**src/design/buddy_allocator_core_defines.svh**
```systemverilog
// Assertion macros for the buddy allocator core.
`ifndef BUDDY_ALLOCATOR_CORE_DEFINES_SVH
`define BUDDY_ALLOCATOR_CORE_DEFINES_SVH

// Same-cycle implication, checked at every rising edge outside reset.
`define BA_ASSERT_IMP(lbl, ante, cons) \
    lbl: assert property (@(posedge clk) disable iff (!rst_n) (ante) |-> (cons)) \
        else $error("buddy allocator check failed");

// Next-cycle implication, checked at every rising edge outside reset.
`define BA_ASSERT_NXT(lbl, ante, cons) \
    lbl: assert property (@(posedge clk) disable iff (!rst_n) (ante) |=> (cons)) \
        else $error("buddy allocator check failed");

`endif

```
**src/design/ba_pkg.sv**
```systemverilog
// Shared types, constants and helper functions of the buddy allocator.
package ba_pkg;

    localparam int MIN_LOG2     = 5;
    localparam int LEVELS       = 16;
    localparam int HEADER_BYTES = 8;

    localparam int UNIT_W = LEVELS - 1;
    localparam int UNITS  = 1 << UNIT_W;
    localparam int LVL_W  = $clog2(LEVELS);
    localparam int LVC_W  = 6;

    localparam int ACT_W = 2;
    localparam int REQ_W = 21;
    localparam int OFF_W = 20;
    localparam int USE_W = 21;
    localparam int STS_W = 2;

    localparam logic [ACT_W-1:0] ACT_ALLOC   = 2'd0;
    localparam logic [ACT_W-1:0] ACT_FREE    = 2'd1;
    localparam logic [ACT_W-1:0] ACT_REALLOC = 2'd2;

    localparam logic [STS_W-1:0] STATUS_OK        = 2'd0;
    localparam logic [STS_W-1:0] STATUS_TOO_LARGE = 2'd1;
    localparam logic [STS_W-1:0] STATUS_NO_MEMORY = 2'd2;

    typedef struct packed {
        logic [ACT_W-1:0] action;
        logic [REQ_W-1:0] req_bytes;
        logic [OFF_W-1:0] user_offset;
    } in_word_t;

    typedef struct packed {
        logic [STS_W-1:0] status;
        logic [OFF_W-1:0] result_offset;
        logic [USE_W-1:0] usable_bytes;
    } out_word_t;

    typedef enum logic [3:0] {
        CMD_NONE,
        CMD_CLEAR,
        CMD_LOAD,
        CMD_FREE_CHK,
        CMD_FREE_USED,
        CMD_MERGE_RD,
        CMD_MERGE_RM,
        CMD_SETTLE,
        CMD_AP_START,
        CMD_AP_LINK,
        CMD_AP_CLOSE,
        CMD_ALLOC_CHK,
        CMD_ALLOC_RM,
        CMD_SPLIT,
        CMD_ALLOC_FIN,
        CMD_REPORT
    } cmd_t;

    typedef struct packed {
        logic clear_last;
        logic act_free;
        logic act_alloc;
        logic free_ok;
        logic unit_used;
        logic merge_go;
        logic bud_free;
        logic ap_nonempty;
        logic too_large;
        logic no_block;
        logic split_go;
    } dp_status_t;

    // Smallest p with (1 << p) >= r, taking zero as one.
    function automatic logic [LVC_W-1:0] ceil_log2(input logic [REQ_W-1:0] r);
        logic [REQ_W-1:0] v;
        logic [LVC_W-1:0] p;
        v = r - REQ_W'(1);
        p = '0;
        if (r > REQ_W'(1))
        begin
            for (int i = 0; i < REQ_W; i++)
            begin
                if (v[i])
                begin
                    p = LVC_W'(i + 1);
                end
            end
        end
        return p;
    endfunction

endpackage

```
**src/design/ba_ctrl.sv**
```systemverilog
// Sequencing state machine of the buddy allocator.
module ba_ctrl (
    input  logic               clk,
    input  logic               rst_n,
    input  logic               start,
    input  ba_pkg::dp_status_t st,
    output ba_pkg::cmd_t       cmd,
    output logic               busy
);

    typedef enum logic [3:0] {
        S_CLEAR,
        S_IDLE,
        S_DISPATCH,
        S_FREE_CHK,
        S_FREE_USED,
        S_MERGE_RD,
        S_MERGE_RM,
        S_SETTLE,
        S_AP_START,
        S_AP_LINK,
        S_AP_CLOSE,
        S_ALLOC_CHK,
        S_ALLOC_RM,
        S_SPLIT,
        S_ALLOC_FIN,
        S_REPORT
    } state_t;

    state_t state_reg;
    state_t state_next;
    logic   split_phase_reg;
    logic   split_phase_next;
    state_t post_free;
    state_t split_or_fin;
    state_t ap_return;

    always_comb
    begin
        post_free    = st.act_alloc ? S_ALLOC_CHK : S_REPORT;
        split_or_fin = st.split_go ? S_SPLIT : S_ALLOC_FIN;
        ap_return    = split_phase_reg ? split_or_fin : post_free;
    end

    always_comb
    begin
        state_next       = state_reg;
        split_phase_next = split_phase_reg;
        cmd              = ba_pkg::CMD_NONE;
        case (state_reg)
            S_CLEAR:
            begin
                cmd        = ba_pkg::CMD_CLEAR;
                state_next = st.clear_last ? S_IDLE : S_CLEAR;
            end
            S_IDLE:
            begin
                if (start)
                begin
                    cmd        = ba_pkg::CMD_LOAD;
                    state_next = S_DISPATCH;
                end
            end
            S_DISPATCH:
            begin
                if (st.act_free)
                begin
                    state_next = S_FREE_CHK;
                end
                else
                begin
                    state_next = post_free;
                end
            end
            S_FREE_CHK:
            begin
                cmd        = ba_pkg::CMD_FREE_CHK;
                state_next = st.free_ok ? S_FREE_USED : post_free;
            end
            S_FREE_USED:
            begin
                cmd        = ba_pkg::CMD_FREE_USED;
                state_next = st.unit_used ? S_MERGE_RD : post_free;
            end
            S_MERGE_RD:
            begin
                cmd        = ba_pkg::CMD_MERGE_RD;
                state_next = st.merge_go ? S_MERGE_RM : S_SETTLE;
            end
            S_MERGE_RM:
            begin
                cmd        = ba_pkg::CMD_MERGE_RM;
                state_next = st.bud_free ? S_MERGE_RD : S_SETTLE;
            end
            S_SETTLE:
            begin
                cmd              = ba_pkg::CMD_SETTLE;
                split_phase_next = 1'b0;
                state_next       = S_AP_START;
            end
            S_AP_START:
            begin
                cmd        = ba_pkg::CMD_AP_START;
                state_next = st.ap_nonempty ? S_AP_LINK : ap_return;
            end
            S_AP_LINK:
            begin
                cmd        = ba_pkg::CMD_AP_LINK;
                state_next = S_AP_CLOSE;
            end
            S_AP_CLOSE:
            begin
                cmd        = ba_pkg::CMD_AP_CLOSE;
                state_next = ap_return;
            end
            S_ALLOC_CHK:
            begin
                cmd        = ba_pkg::CMD_ALLOC_CHK;
                state_next = (st.too_large || st.no_block) ? S_REPORT : S_ALLOC_RM;
            end
            S_ALLOC_RM:
            begin
                cmd        = ba_pkg::CMD_ALLOC_RM;
                state_next = split_or_fin;
            end
            S_SPLIT:
            begin
                cmd              = ba_pkg::CMD_SPLIT;
                split_phase_next = 1'b1;
                state_next       = S_AP_START;
            end
            S_ALLOC_FIN:
            begin
                cmd        = ba_pkg::CMD_ALLOC_FIN;
                state_next = S_REPORT;
            end
            S_REPORT:
            begin
                cmd        = ba_pkg::CMD_REPORT;
                state_next = S_IDLE;
            end
            default:
            begin
                state_next = S_IDLE;
            end
        endcase
    end

    always_ff @(posedge clk or negedge rst_n)
    begin
        if (!rst_n)
        begin
            state_reg       <= S_CLEAR;
            split_phase_reg <= 1'b0;
        end
        else
        begin
            state_reg       <= state_next;
            split_phase_reg <= split_phase_next;
        end
    end

    assign busy = (state_reg != S_IDLE);

endmodule

```
**config.mk**
```make
export PLATFORM = sky130hd
export DESIGN_NAME = ba_ctrl
export DESIGN_NICKNAME = d
export VERILOG_FILES = /design/src/design/buddy_allocator_core_defines.svh /design/src/design/ba_pkg.sv /design/src/design/ba_ctrl.sv
export SDC_FILE = /design/constraint.sdc
export NUM_CORES = 1
export LEC_CHECK = 0
export ABC_AREA = 1
export BUFFER_PORTS_ARGS = -buffer_cell sky130_fd_sc_hd__buf_2
export CAP_MARGIN = 40
export CORE_MARGIN = 1
export CORE_UTILIZATION = 30
export CTS_BUF_LIST = sky130_fd_sc_hd__clkbuf_8
export CTS_CLUSTER_SIZE = 20
export DETAILED_ROUTE_END_ITERATION = 7
export GPL_ROUTABILITY_DRIVEN = 0
export GPL_TIMING_DRIVEN = 0
export PLACE_DENSITY = 0.58
export SYNTH_ARGS = -nofsm -noshare
export SYNTH_HDL_FRONTEND = slang
export SYNTH_SLANG_ARGS = --single-unit
export TNS_END_PERCENT = 30
```
**constraint.sdc**
```tcl
create_clock -name clk -period 1.4 [get_ports clk]
set_clock_uncertainty 0.05 [all_clocks]
set_input_delay 0.07 -clock clk [delete_from_list [all_inputs] [get_ports clk]]
set_output_delay 0.07 -clock clk [all_outputs]
set_load 0.05 [all_outputs]
```
==> results.txt <==
The pin slew with the least headroom to its limit came out at 0.248 ns. Setup repair after global routing could not meet its margin everywhere. The minimum setup slack among reg-to-reg paths came out at 0.05 ns. The critical path required time is 1.28 ns. The worst setup path is launched from a flip-flop. By area the synthesized netlist is led by sky130_fd_sc_hd__dfrtp_1, sky130_fd_sc_hd__nand2_1, sky130_fd_sc_hd__inv_1, sky130_fd_sc_hd__nor2_1, sky130_fd_sc_hd__nand3_1.

The total congestion overflow came out at 0. The area fraction in compound gates after synthesis came out at 15.1%. The DRC violation total after the first TritonRoute iteration is 9. The sequential share of the synthesized area is 23.3%.

The hold violation count in the final report came out at 0. In this design, the stage delay of the slowest critical-path cell is 0.43 ns. The overall power is 2.30 mW.

The part of the cycle the worst path needs is 99.6%. The first global-routing pass estimated 2570 µm of wire. The proportion of synthesized area in mux cells is 0%. After clock tree synthesis, the clock-pin slew on the worst setup and hold paths is 0.03 ns.

The count of unresolved DRC violations after routing is 0. Counting every instance in the synthesized netlist gives 95. The post-synthesis cell area is 538 µm².

The largest area contributor in the synthesized netlist is sky130_fd_sc_hd__dfrtp_1. The synthesized area per cell came out at 5.66 µm². After routing, the total negative slack on setup checks comes to 0 ns. The min-delay analysis places its worst path in the category input pin to flip-flop. The core region area came out at 1590 µm². The register with the most flip-flops in the layout has 4 of them. The power density relative to cell area is 2720 nW/µm². The flip-flop and latch count after synthesis is 5. The placed instance count came out at 137. The number of diodes is 0.

The clock reaches the later pin of the worst-skew pair after 0.22 ns. In the routed layout, each cell is associated on average with a via count of 4.66. The count of input and output buffers came out at 18. The number of buffers inserted during clock tree synthesis came out at 3.

The final net count is 139. The die boundary height is 44.4 µm. The slowest stage of the critical path belongs to the cell sky130_fd_sc_hd__dfrtp_2. The number of antenna violations at the first check in global routing is 0. CTS built an H-tree with a depth of 1.

The relative slew slack is 83.6%. The maximum fanout count along the critical path came out at 4. The fraction of synthesized cell area in xor and xnor cells is 0%. The kind of critical path is flip-flop to primary output. For this run, the top clock speed supported by timing is 0.717 GHz.

The max-cap violation count came out at 0. The count of final setup violators came out at 0. The final core area utilization came out at 53.0%. Entering global routing, the biggest net connects 8 pins. The width of the chip came out at 44.4 µm. For this run, the number of standard cells in the final layout without fillers is 148. The final routed wirelength across all metal layers is 1560 µm. The count of final max-slew check failures is 0. The fraction of the mapped netlist area in simple logic gates is 48.6%. The flow ran to the end, and the final reports show no timing, DRC or antenna violations. TritonCTS built the clock tree. The signal on the critical path passes through nor2_4 -> inv_2 -> o21ai_2 -> o21ai_2 -> buf_6. The number of nets with antenna violations after detailed routing came out at 0. Timing analysis after detailed placement gives a worst setup slack of -0.101 ns. Counting along the longest clock path gives a buffer depth of 2. The floorplan die area came out at 1970 µm².

The via count of the first global-routing pass came to 649. Leaving out fill and tap cells, the most frequent cell in the layout is sky130_fd_sc_hd__nand2_1. The relative area change from synthesis to final layout is 57.0%. The number of buffer and inverter stages on the critical path is 2.

The number of nets in the synthesized netlist is 109. The share of Yosys cell area claimed by the top area cell type came out at 23.3%. The leakage power total came out at 0.441 nW. The effective utilization at floorplan is 33.8%. CTS saw 5 sinks. The peak supply drop is 0.00200 V. After synthesis, the largest family of logic cells by area is simple AND/OR/NAND/NOR gates.

The post-synthesis adder-cell area fraction came out at 0%. By instance count, the cell type seen most on the critical path is sky130_fd_sc_hd__o21ai_2. The distinct cell type count after synthesis is 17. The sort of element at the end of the critical path is a primary output. The floorplan has 14 rows. The detailed-placement wirelength estimate came out at 1120 µm. The fraction of layout instances using a drive strength above 1 came out at 45.2%. The final worst-path setup slack came out at 0.00593 ns. The wire length per cell is 10.5 µm. During I/O placement, the number of pins put on the boundary was 19. The via total after detailed routing came out at 690. The Yosys step of the flow raised 0 warnings. The total track usage came out at 18.3%. The kind of cell with the highest combined delay along the critical path is flip-flops. The time the final worst path needs with I/O delays and setup is 1.39 ns. The cell sitting at the root of the clock tree is a sky130_fd_sc_hd__clkbuf_8. The detailed-router iteration count before antenna repair is 4. The data arrival time of the critical path came out at 1.27 ns. In the layout the commonest cells are sky130_fd_sc_hd__nand2_1, sky130_fd_sc_hd__buf_2, sky130_fd_sc_hd__inv_1, sky130_fd_sc_hd__nor2_1, sky130_fd_sc_hd__nand3_1.
==> worst reg2reg max path: cells and delay by family, from the launching register on <==
family                 cells  cell delay, ns
buffers and inverters      1            0.16
flip-flops                 1            0.43
AND/OR/NAND/NOR            7            0.64
==> metal layers <==
metal | routed length, µm | share of wire [%] | GRT usage (%)
met3 | 104 | 6.7 | 5.31
met4 | 30 | 1.9 | 10.3
met2 | 734 | 47 | 27.9
met1 | 685 | 44 | 22.9
met5 | 0 | 0 | 0
==> cells in the mapped netlist <==
| cell | n |
|---|---|
| sky130_fd_sc_hd__nand2_1 | 27 |
| sky130_fd_sc_hd__nand3b_1 | 2 |
| sky130_fd_sc_hd__nor2_4 | 2 |
| sky130_fd_sc_hd__inv_1 | 15 |
| sky130_fd_sc_hd__nor2_1 | 14 |
| sky130_fd_sc_hd__a211oi_1 | 1 |
| sky130_fd_sc_hd__dfrtp_1 | 5 |
| sky130_fd_sc_hd__inv_2 | 1 |
| sky130_fd_sc_hd__o21ai_0 | 6 |
| sky130_fd_sc_hd__nand4_1 | 1 |
| sky130_fd_sc_hd__nor2_2 | 3 |
| sky130_fd_sc_hd__nand3_1 | 8 |
| sky130_fd_sc_hd__o211ai_1 | 3 |
| sky130_fd_sc_hd__a31oi_1 | 1 |
| sky130_fd_sc_hd__buf_2 | 2 |
| sky130_fd_sc_hd__nor3_1 | 1 |
| sky130_fd_sc_hd__a21oi_1 | 3 |
==> final timing paths <==
check / start / end / depth (start not counted)
max reg2reg: state_reg[2] / state_reg[1] / 8
min: st[10] / state_reg[0] / 3
min reg2reg: split_phase_reg / split_phase_reg / 2
max in group asynchronous: rst_n / state_reg[0] / 2
max: state_reg[2] / cmd[0] / 5
min in group asynchronous: rst_n / split_phase_reg / 2
==> kinds of logic after synthesis <==
family	Yosys count
AO/OA/AOI/OAI	14
flip-flops	5
buffers and inverters	18
AND/OR/NAND/NOR	58
==> per-stage QoR <==
| step | hold WS, ns | instance area, µm² |
|---|---|---|
| floorplan | -0.276 | 542 |
| global placement | -0.165 | 662 |
| detailed placement | -0.163 | 662 |
| CTS | 0.0611 | 783 |
| global route | 0.0802 | 845 |
| finish | 0.0578 | 845 |
==> timing repair <==
action,CTS,global route
pin swaps,2,4
hold endpoints to repair,5,0
hold buffers,1,0
resized for setup,10,24
endpoints found under the setup margin,5,6
buffers inserted,5,1
==> layout make-up <==
class	count	area, µm²
Buffer	2	10.0
Clock buffer	3	41.3
Clock inverter	1	3.75
Fill cell	166	749
Inverter	16	62.6
Multi-Input combinational cell	72	399
Sequential cell	5	130
Tap cell	24	30.0
Timing Repair Buffer	25	168
==> where the power goes <==
group          leakage, nW  switching, mW  internal [mW]
sequential          0.0551          0.150          0.240
clock               0.0269         0.0702          0.188
combinational        0.359           1.04          0.609
Power figures use the tool's default switching activity.
